### src/rtl/sft_pkg.sv
`default_nettype none

package sft_pkg;

  // Request codes carried in the input tuser
  typedef enum logic [1:0] {
    REQ_COUNT = 2'd0,
    REQ_READ  = 2'd1,
    REQ_CLEAR = 2'd2
  } req_e;

  localparam int unsigned CNT_W   = 32;
  localparam int unsigned ENTRY_W = 8;
  localparam int unsigned DCNT_W  = 9;
  localparam int unsigned REQ_W   = 2;
  localparam int unsigned FLAG_W  = 2;

  localparam logic [CNT_W-1:0] CNT_MAX = '1;

  // Control part of the word that walks down the cell chain
  typedef struct packed {
    logic valid;
    req_e req;
    logic hit;    // symbol found in an earlier cell
    logic fresh;  // symbol appended by an earlier cell
  } sft_tok_t;

  // Saturating increment for occurrence and total counts
  function automatic logic [CNT_W-1:0] sat_inc(input logic [CNT_W-1:0] v);
    logic [CNT_W-1:0] r;
    r = (v == CNT_MAX) ? v : v + 1'b1;
    return r;
  endfunction

endpackage

`default_nettype wire

### src/rtl/sft_cell.sv
`default_nettype none

module sft_cell #(
  parameter int unsigned SYMBOL_BITS = 21,
  parameter int unsigned IDX_W       = 8,
  parameter int unsigned DIST_W      = 9,
  parameter int unsigned CELL_INDEX  = 0
) (
  input  wire                   clk_i,
  input  wire                   rst_ni,
  input  wire                   adv_i,
  input  wire  [DIST_W-1:0]     distinct_i,
  input  sft_pkg::sft_tok_t     tok_i,
  input  wire  [SYMBOL_BITS-1:0] sym_i,
  input  wire  [IDX_W-1:0]      idx_i,
  input  wire  [sft_pkg::CNT_W-1:0] occ_i,
  output sft_pkg::sft_tok_t     tok_o,
  output logic [SYMBOL_BITS-1:0] sym_o,
  output logic [IDX_W-1:0]      idx_o,
  output logic [sft_pkg::CNT_W-1:0] occ_o
);
  import sft_pkg::*;

  localparam logic [DIST_W-1:0] MY_POS = CELL_INDEX[DIST_W-1:0];
  localparam logic [IDX_W-1:0]  MY_IDX = CELL_INDEX[IDX_W-1:0];

  // Entry held by this cell
  logic [SYMBOL_BITS-1:0] sym_q, sym_d;
  logic [CNT_W-1:0]       cnt_q, cnt_d;

  // Word register toward the next cell
  sft_tok_t               tok_q, tok_d;
  logic [SYMBOL_BITS-1:0] wsym_q, wsym_d;
  logic [IDX_W-1:0]       widx_q, widx_d;
  logic [CNT_W-1:0]       wocc_q, wocc_d;

  logic used, is_count, match, append, rd;
  logic [CNT_W-1:0] cnt_inc;

  // Match, append and read decisions
  assign used     = MY_POS < distinct_i;
  assign is_count = tok_i.valid && (tok_i.req == REQ_COUNT);
  assign match    = is_count && !tok_i.hit && used && (sym_q == sym_i);
  assign append   = is_count && !tok_i.hit && !tok_i.fresh && (MY_POS == distinct_i);
  assign rd       = tok_i.valid && (tok_i.req == REQ_READ) && used && (idx_i == MY_IDX);
  assign cnt_inc  = sat_inc(cnt_q);

  always_comb begin
    sym_d  = sym_q;
    cnt_d  = cnt_q;
    tok_d  = tok_i;
    wsym_d = sym_i;
    widx_d = idx_i;
    wocc_d = occ_i;
    if (match) begin
      cnt_d     = cnt_inc;
      tok_d.hit = 1'b1;
      widx_d    = MY_IDX;
      wocc_d    = cnt_inc;
    end else if (append) begin
      sym_d       = sym_i;
      cnt_d       = {{(CNT_W-1){1'b0}}, 1'b1};
      tok_d.fresh = 1'b1;
      widx_d      = MY_IDX;
      wocc_d      = {{(CNT_W-1){1'b0}}, 1'b1};
    end else if (rd) begin
      wsym_d = sym_q;
      wocc_d = cnt_q;
    end
  end

  // Control bits of the word
  always_ff @(posedge clk_i or negedge rst_ni) begin
    if (!rst_ni) begin
      tok_q <= '0;
    end else if (adv_i) begin
      tok_q <= tok_d;
    end
  end

  // Entry and payload, no reset
  always_ff @(posedge clk_i) begin
    if (adv_i) begin
      sym_q  <= sym_d;
      cnt_q  <= cnt_d;
      wsym_q <= wsym_d;
      widx_q <= widx_d;
      wocc_q <= wocc_d;
    end
  end

  assign tok_o = tok_q;
  assign sym_o = wsym_q;
  assign idx_o = widx_q;
  assign occ_o = wocc_q;

endmodule

`default_nettype wire

### config.mk
export PLATFORM = sky130hd
export DESIGN_NAME = sft_cell
export DESIGN_NICKNAME = d
export VERILOG_FILES = /design/src/rtl/sft_pkg.sv /design/src/rtl/sft_cell.sv
export SDC_FILE = /design/constraint.sdc
export NUM_CORES = 1
export LEC_CHECK = 0
export ABC_AREA = 0
export CORE_MARGIN = 10
export CORE_UTILIZATION = 49
export CTS_BUF_LIST = sky130_fd_sc_hd__clkbuf_16
export CTS_CLUSTER_SIZE = 24
export DETAILED_ROUTE_END_ITERATION = 8
export DONT_BUFFER_PORTS = 1
export PLACE_DENSITY = 0.65
export SYNTH_ARGS = -nofsm -noshare
export SYNTH_HDL_FRONTEND = slang
export SYNTH_SLANG_ARGS = --single-unit
### constraint.sdc
create_clock -name clk_i -period 3.2 [get_ports clk_i]
set_input_delay 0.32 -clock clk_i [delete_from_list [all_inputs] [get_ports clk_i]]
set_output_delay 0.32 -clock clk_i [all_outputs]
set_load 0.1 [all_outputs]
==> reports/qor.csv, run 1 <==
stage,metric,value,unit
grt,grt_antenna_before_repair,3,
final_layout,nets,611,
flow_run,drv_cap,0,
synth,ys_types,43,
final_layout,finish.utilization,59.0,%
clock_tree,cts_tree,yes,
sta,tightest_slew,1140,ps
placed_design,io_buffers,0,
clock_tree,post-cts-setup-buffers,0,
critical_path,critPathArrivalTime,2890,ps
synth,synthFlopType,edfxtp_1,
floorplan,initial_core_util,50.4,%
grt,grt_max_degree,71,
min_path,hold_class,input port to flip-flop,
critical_path,critPathMaxFanout,32,
sta,finalSetupViolCount,0,
clock_tree,h-tree-depth,4,
clock_tree,cts.sinks,119,
pwr,p_per_area,630,nW/um^2
final_layout,drive_above_1_share,9.17,%
critical_path,reg2reg_depth,7,
synth,syn_inst,500,
route,drc,0,
critical_path,crit_top_cell,or4_1,
route,drtAntennaViolNets,0,
synth,synth_top_area_cell,edfxtp_1,
sta,finalMaxSlewViolations,0,
synth,synth_area,5780,sq um
floorplan,core.rowCount,39,
clock_tree,root_buffer,clkbuf_16,
sta,fmax,365,MHz
pwr,peakVddDrop,0.510,mV
critical_path,crit_type,flip-flop to flip-flop,
placed_design,hpwlAfterDp,10.1,mm
sta,slew-limit-headroom,23.7,%
floorplan,core,11500,sq um
grt,grt_pass1_wl,22.8,mm
placed_design,gp_congestion,0.896,
critical_path,worstPathCellList,xnor2_1 -> nand4_1 -> or4_1 -> or4_1 -> buf_4 -> a32oi_1 -> o21ai_0,
floorplan,io_pins,144,
final_layout,areaGrowthSynthToFinish,17.0,%
clock_tree,cts_buffer_depth,2,
grt,grt_pass1_vias,4024,
sta,finClkSkew,10.5,ps
floorplan,die_area,16600,sq um
route,wl_per_cell,21.6,um
route,vias,4177,
synth,ys_warn_count,0,
floorplan,die_w,129,um
critical_path,startpoint_type,flip-flop,
synth,synth_edf_count,114,
clock_tree,clk_latency,420,ps
critical_path,critPathSlowestCell,or4_1,
route,dr.pass1.iters,5,
clock_tree,cts_made_buffers,17,
pwr,leakagePower,0.00245,uW
critical_path,crit_path_end_kind,flip-flop,
route,routed_wl,14.9,mm
sta,fin_crit_sh,85.6,%
min_path,holdPathStages,0,
route,drt-initial-drc-count,339,
synth,synth_top_area_share,59.2,%
critical_path,r2r_setup_slack,460,ps
sta,rsz0062_at_grt,no,
min_path,min_from,adv_i,
synth,syn_nets,579,
min_path,min_to,sym_o[2]$_DFFE_PP_,
synth,ys_ff_latch,119,
sta,timing.setup.tns,0,ps
critical_path,max_stage_delay,500,ps
synth,synthArstFlopShare,4.20,%
critical_path,r2r_start,sym_q[8]$_DFFE_PP_,
critical_path,reg2reg_to,occ_o[17]$_DFFE_PP_,
synth,synthTopCellsByArea,"edfxtp_1 (59%), nand2_1 (5.5%), xnor2_1 (5.1%)",
sta,finalHoldViolCount,0,
sta,layout_min_cycle_time,2740,ps
run_status,status,"finished, final reports clean",
clock_tree,path_clk_slew,50,ps
grt,overflow,0,
synth,synth_area_per_cell,11.6,sq um
route,vias_per_cell,6.05,
floorplan,die_y,129,um
critical_path,cp.required,3350,ps
grt,grt_usage,17.9,%
synth,ys_seq_area_share,61.3,%
==> cells in the final DEF, fill, tap and decap left out, types with 2 or more instances in the layout <==
cell / count
a21oi_1: 8
a31oi_1: 3
a32oi_1: 22
and2_1: 12
and3_1: 12
and4_1: 3
buf_4: 12
bufinv_16: 3
clkbuf_16: 17
clkinv_1: 5
clkinv_2: 6
dfrtp_1: 5
diode_2: 2
dlygate4sd3_1: 24
edfxtp_1: 114
inv_1: 3
mux2_2: 6
mux2i_1: 3
nand2_1: 85
nand2b_1: 2
nand3_1: 18
nand3b_1: 4
nand4_1: 18
nor2_1: 41
nor3_1: 12
nor4_1: 7
o21ai_0: 19
o21ai_1: 6
o21bai_1: 3
o31ai_1: 2
or3_1: 3
or4_1: 3
xnor2_1: 34
xor2_1: 16
==> where the power goes <==
part	switching, uW	total, uW	internal [uW]	leakage, uW
Sequential	528	2310	1780	0.00107
Combinational	42.0	104	61.7	0.00109
Clock	658	1850	1190	0.000289
Total	1230	4270	3040	0.00245
==> cells in the mapped netlist, types with 5 or more instances <==
library cell	count
o21ai_1	6
clkbuf_1	19
nor3_1	12
a32oi_1	22
o21ai_0	19
and3_1	12
and2_1	12
nand2_1	85
nand3_1	18
mux2_2	6
nor4_1	7
xnor2_1	34
nor2_1	42
a21oi_1	8
dfrtp_1	5
edfxtp_1	114
nand4_1	18
xor2_1	16
==> cell type report <==
| class | count | area (sq um) |
|---|---|---|
| antenna | 2 | 5.00 |
| clock buffer | 17 | 425 |
| clock inverter | 15 | 143 |
| fill | 927 | 4700 |
| inverter | 2 | 7.51 |
| multi-input combinational | 356 | 2130 |
| sequential | 119 | 3550 |
| tap | 143 | 179 |
| timing repair buffer | 36 | 330 |
==> worst max path at each step <==
stage	startpoint	cells past startpoint	to	slack, ps
2_1_floorplan	tok_i[1]	4	cnt_q[0]$_SDFFCE_PN1P_	480
3_3_place_gp	tok_i[3]	7	occ_o[10]$_DFFE_PP_	350
3_5_place_dp	tok_i[3]	7	occ_o[17]$_DFFE_PP_	230
4_1_cts	sym_q[3]$_DFFE_PP_	7	occ_o[17]$_DFFE_PP_	470
5_1_grt	cnt_q[2]$_SDFFCE_PN0P_	6	occ_o[23]$_DFFE_PP_	250
6_report	sym_q[8]$_DFFE_PP_	7	occ_o[17]$_DFFE_PP_	460
==> routing by layer <==
layer | global-route usage [%] | vias up | wire length (um)
met2 | 25.8 | 165 | 6780
li1 | - | 1937 | -
met1 | 23.2 | 2052 | 6490
met4 | 8.25 | 2 | 259
met3 | 7.35 | 21 | 1380
met5 | 0 | - | 7
==> cell families after synthesis <==
group / share of synthesized area, %
AOI/OAI and AO/OA: 8.05
DFF: 61.3
adders and majority gates: 0.216
muxes: 1.69
and+or+nand+nor: 19.2
buffers and inverters: 1.93
xor gates and xnor gates: 7.57
==> through the flow <==
step	total power [uW]	hold slack, ps	cells	cell area, sq um	setup WS [ps]
2_1_floorplan	2390	24.4	500	5780	484
4_1_cts	4290	1.95	687	6760	475
3_5_place_dp	2420	24.6	632	5960	235
3_3_place_gp	2420	24.6	632	5960	352
5_1_grt	4370	-0.942	690	6770	249
6_report	4270	21.1	690	6770	462
==> flip-flops by register name (all words and copies together) (netlist names) <==
signal,cells
tok_o,5
sym_o,21
idx_o,8
cnt_q,32
occ_o,32
sym_q,21
==> timing repair <==
| item | in CTS | in global routing |
|---|---|---|
| hold buffers | 23 | 1 |
| resized for setup | 0 | 0 |
| setup endpoints to repair | 0 | 0 |
| endpoints found under the hold margin | 27 | 5 |
==> worst max-delay path, delay by kind of cell, from the launching register on <==
family	cells	cell delay (ps)
flip-flops	1	400
XOR/XNOR	1	310
AO/OA/AOI/OAI	2	340
AND/OR/NAND/NOR	3	1110
buffers and inverters	1	290
Power figures use the tool's default switching activity.
==> run 2: changes to the inputs <==
--- a/config.mk
+++ b/config.mk
@@ -8,7 +8,6 @@
 export ABC_AREA = 0
 export CORE_MARGIN = 10
 export CORE_UTILIZATION = 49
-export CTS_BUF_LIST = sky130_fd_sc_hd__clkbuf_16
 export CTS_CLUSTER_SIZE = 24
 export DETAILED_ROUTE_END_ITERATION = 8
 export DONT_BUFFER_PORTS = 1
==> reports/qor.csv, run 2 (synthesized netlist as in run 1, its figures left out) <==
stage,metric,value,unit,change
critical_path,crit_type,flip-flop to flip-flop,,unchanged
critical_path,r2r_setup_slack,470,ps,was 460 ps
final_layout,regArea,3550,sq um,unchanged
placed_design,dpl_cell_area,5960,sq um,unchanged
route,drc,0,,unchanged
min_path,min_to,sym_o[2]$_DFFE_PP_,,unchanged
route,drtAntennaViolNets,0,,unchanged
critical_path,critPathMaxFanout,32,,unchanged
critical_path,critPathArrivalTime,2880,ps,was 2890 ps
route,vias_per_cell,6.02,,was 6.05
final_layout,drive_above_1_share,9.17,%,unchanged
clock_tree,cts_made_buffers,17,,unchanged
floorplan,die_area,16600,sq um,unchanged
pwr,peakVddDrop,0.510,mV,about the same
pwr,leakagePower,0.00244,uW,was 0.00245 uW
sta,fmax,366,MHz,was 365 MHz
final_layout,areaGrowthSynthToFinish,17.0,%,unchanged
sta,fin_crit_sh,85.4,%,was 85.6%
floorplan,die_y,129,um,unchanged
placed_design,io_buffers,0,,unchanged
critical_path,reg2reg_depth,7,,unchanged
clock_tree,root_buffer,clkbuf_16,,unchanged
placed_design,numPlacedInstances,632,,unchanged
sta,finClkSkew,11.1,ps,was 10.5 ps
critical_path,r2r_start,sym_q[8]$_DFFE_PP_,,unchanged
route,vias,4154,,"was 4,177"
placed_design,pre_cts_ws,235,ps,unchanged
sta,tightest_slew,1140,ps,about the same
sta,finalMaxSlewViolations,0,,unchanged
placed_design,hpwlAfterDp,10.1,mm,unchanged
sta,slew-limit-headroom,24.0,%,was 23.7%
critical_path,crit_path_end_kind,flip-flop,,unchanged
clock_tree,clk_latency,420,ps,about the same
route,drt-initial-drc-count,339,,unchanged
route,dr.pass1.iters,5,,unchanged
flow_run,drv_cap,0,,unchanged
route,routed_wl,14.9,mm,about the same
placed_design,gp_congestion,0.896,,unchanged
route,wl_per_cell,21.6,um,about the same
floorplan,io_pins,144,,unchanged
clock_tree,post-cts-setup-buffers,0,,unchanged
floorplan,core,11500,sq um,unchanged
pwr,power,4270,uW,about the same
grt,overflow,0,,unchanged
sta,layout_min_cycle_time,2730,ps,was 2740 ps
min_path,hold_class,input port to flip-flop,,unchanged
final_layout,most-common-layout-cells,"edfxtp_1 (114), nand2_1 (85), nor2_1 (41), xnor2_1 (34), dlygate4sd3_1 (24)",,unchanged
sta,rsz0062_at_grt,no,,unchanged
sta,finalSetupViolCount,0,,unchanged
pwr,p_per_area,631,nW/um^2,was 630 nW/um^2
grt,grt_antenna_before_repair,3,,unchanged
grt,grt_max_degree,71,,unchanged
grt,grt_usage,17.9,%,unchanged
sta,finalHoldViolCount,0,,unchanged
grt,grt_pass1_vias,4024,,unchanged
sta,fin_ws,466,ps,was 462 ps
min_path,holdPathStages,0,,unchanged
final_layout,n_fill_cell,927,,unchanged
floorplan,initial_core_util,50.4,%,unchanged
clock_tree,cts_resized,0,,unchanged
final_layout,nets,611,,unchanged
floorplan,die_w,129,um,unchanged
min_path,min_from,adv_i,,unchanged
clock_tree,cts_buffer_depth,2,,unchanged
clock_tree,cts.sinks,119,,unchanged
grt,grt_pass1_wl,22.8,mm,unchanged
final_layout,final_common_cell,edfxtp_1,,unchanged
sta,timing.setup.tns,0,ps,unchanged
clock_tree,path_clk_slew,50,ps,about the same
final_layout,fin_cells,690,,unchanged
final_layout,multiInputGateArea,2130,sq um,unchanged
clock_tree,h-tree-depth,4,,unchanged
floorplan,core.rowCount,39,,unchanged
critical_path,reg2reg_to,occ_o[17]$_DFFE_PP_,,unchanged
run_status,status,"finished, final reports clean",,unchanged
critical_path,cp.required,3350,ps,about the same
clock_tree,cts_tree,yes,,unchanged
critical_path,startpoint_type,flip-flop,,unchanged
final_layout,fin_area,6770,sq um,unchanged
run 2: changes by cell type in the layout (fill, tap and decap cells not counted):
cell | before | now
clkbuf_1 | 0 | 1
inv_1 | 3 | 2
run 2: metal layers:
metal / global-route usage (%) / vias to the layer above / wire, um
met4: 8.25 / 2 / 267
met2: 25.8 / 151 / 6790
met5: 0 / - / 7
met1: 23.2 / 2043 / 6530
met3: 7.35 / 22 / 1310
li1: - / 1936 / -
run 2: worst max-delay path: stages (launching register included):
cell and delay [ps]:
edfxtp_1 400, xnor2_1 310, nand4_1 120, or4_1 500, or4_1 490, buf_4 290, a32oi_1 230, o21ai_0 110
run 2: cell type report:
cell class,count,share of cell area [%]
clock buffers,18,6.34
well taps,143,2.64
diodes,2,0.0739
inverters,2,0.111
flip-flops and latches,119,52.4
repair buffers,36,4.88
multi-input cells,356,31.5
clock inverters,14,2.05
run 2: timing repair:
| item | in CTS | in global routing |
|---|---|---|
| endpoints found under the hold margin | 27 | 5 |
| hold buffers | 23 | 1 |
| endpoints found under the setup margin | 0 | 0 |
run 2: worst max-delay path by stage:
stage	endpoint	slack [ps]	from	depth (start not counted)
4_1_cts	occ_o[17]$_DFFE_PP_	470	sym_q[3]$_DFFE_PP_	7
5_1_grt	occ_o[23]$_DFFE_PP_	250	cnt_q[2]$_SDFFCE_PN0P_	6
3_5_place_dp	occ_o[17]$_DFFE_PP_	230	tok_i[3]	7
3_3_place_gp	occ_o[10]$_DFFE_PP_	350	tok_i[3]	7
6_report	occ_o[17]$_DFFE_PP_	470	sym_q[8]$_DFFE_PP_	7
2_1_floorplan	cnt_q[0]$_SDFFCE_PN1P_	480	tok_i[1]	4
run 2: where the power goes:
group,total (uW),internal [uW],switching [uW]
Combinational,104,61.7,42.0
Clock,1860,1200,658
Sequential,2310,1780,528
run 2: through the flow:
step / hold WS [ps] / util (%)
detailed placement: 24.6 / 51.9
global route: -0.942 / 59.0
CTS: 1.95 / 58.9
floorplan: 24.4 / -
finish: 21.0 / 59.0
global placement: 24.6 / 51.9
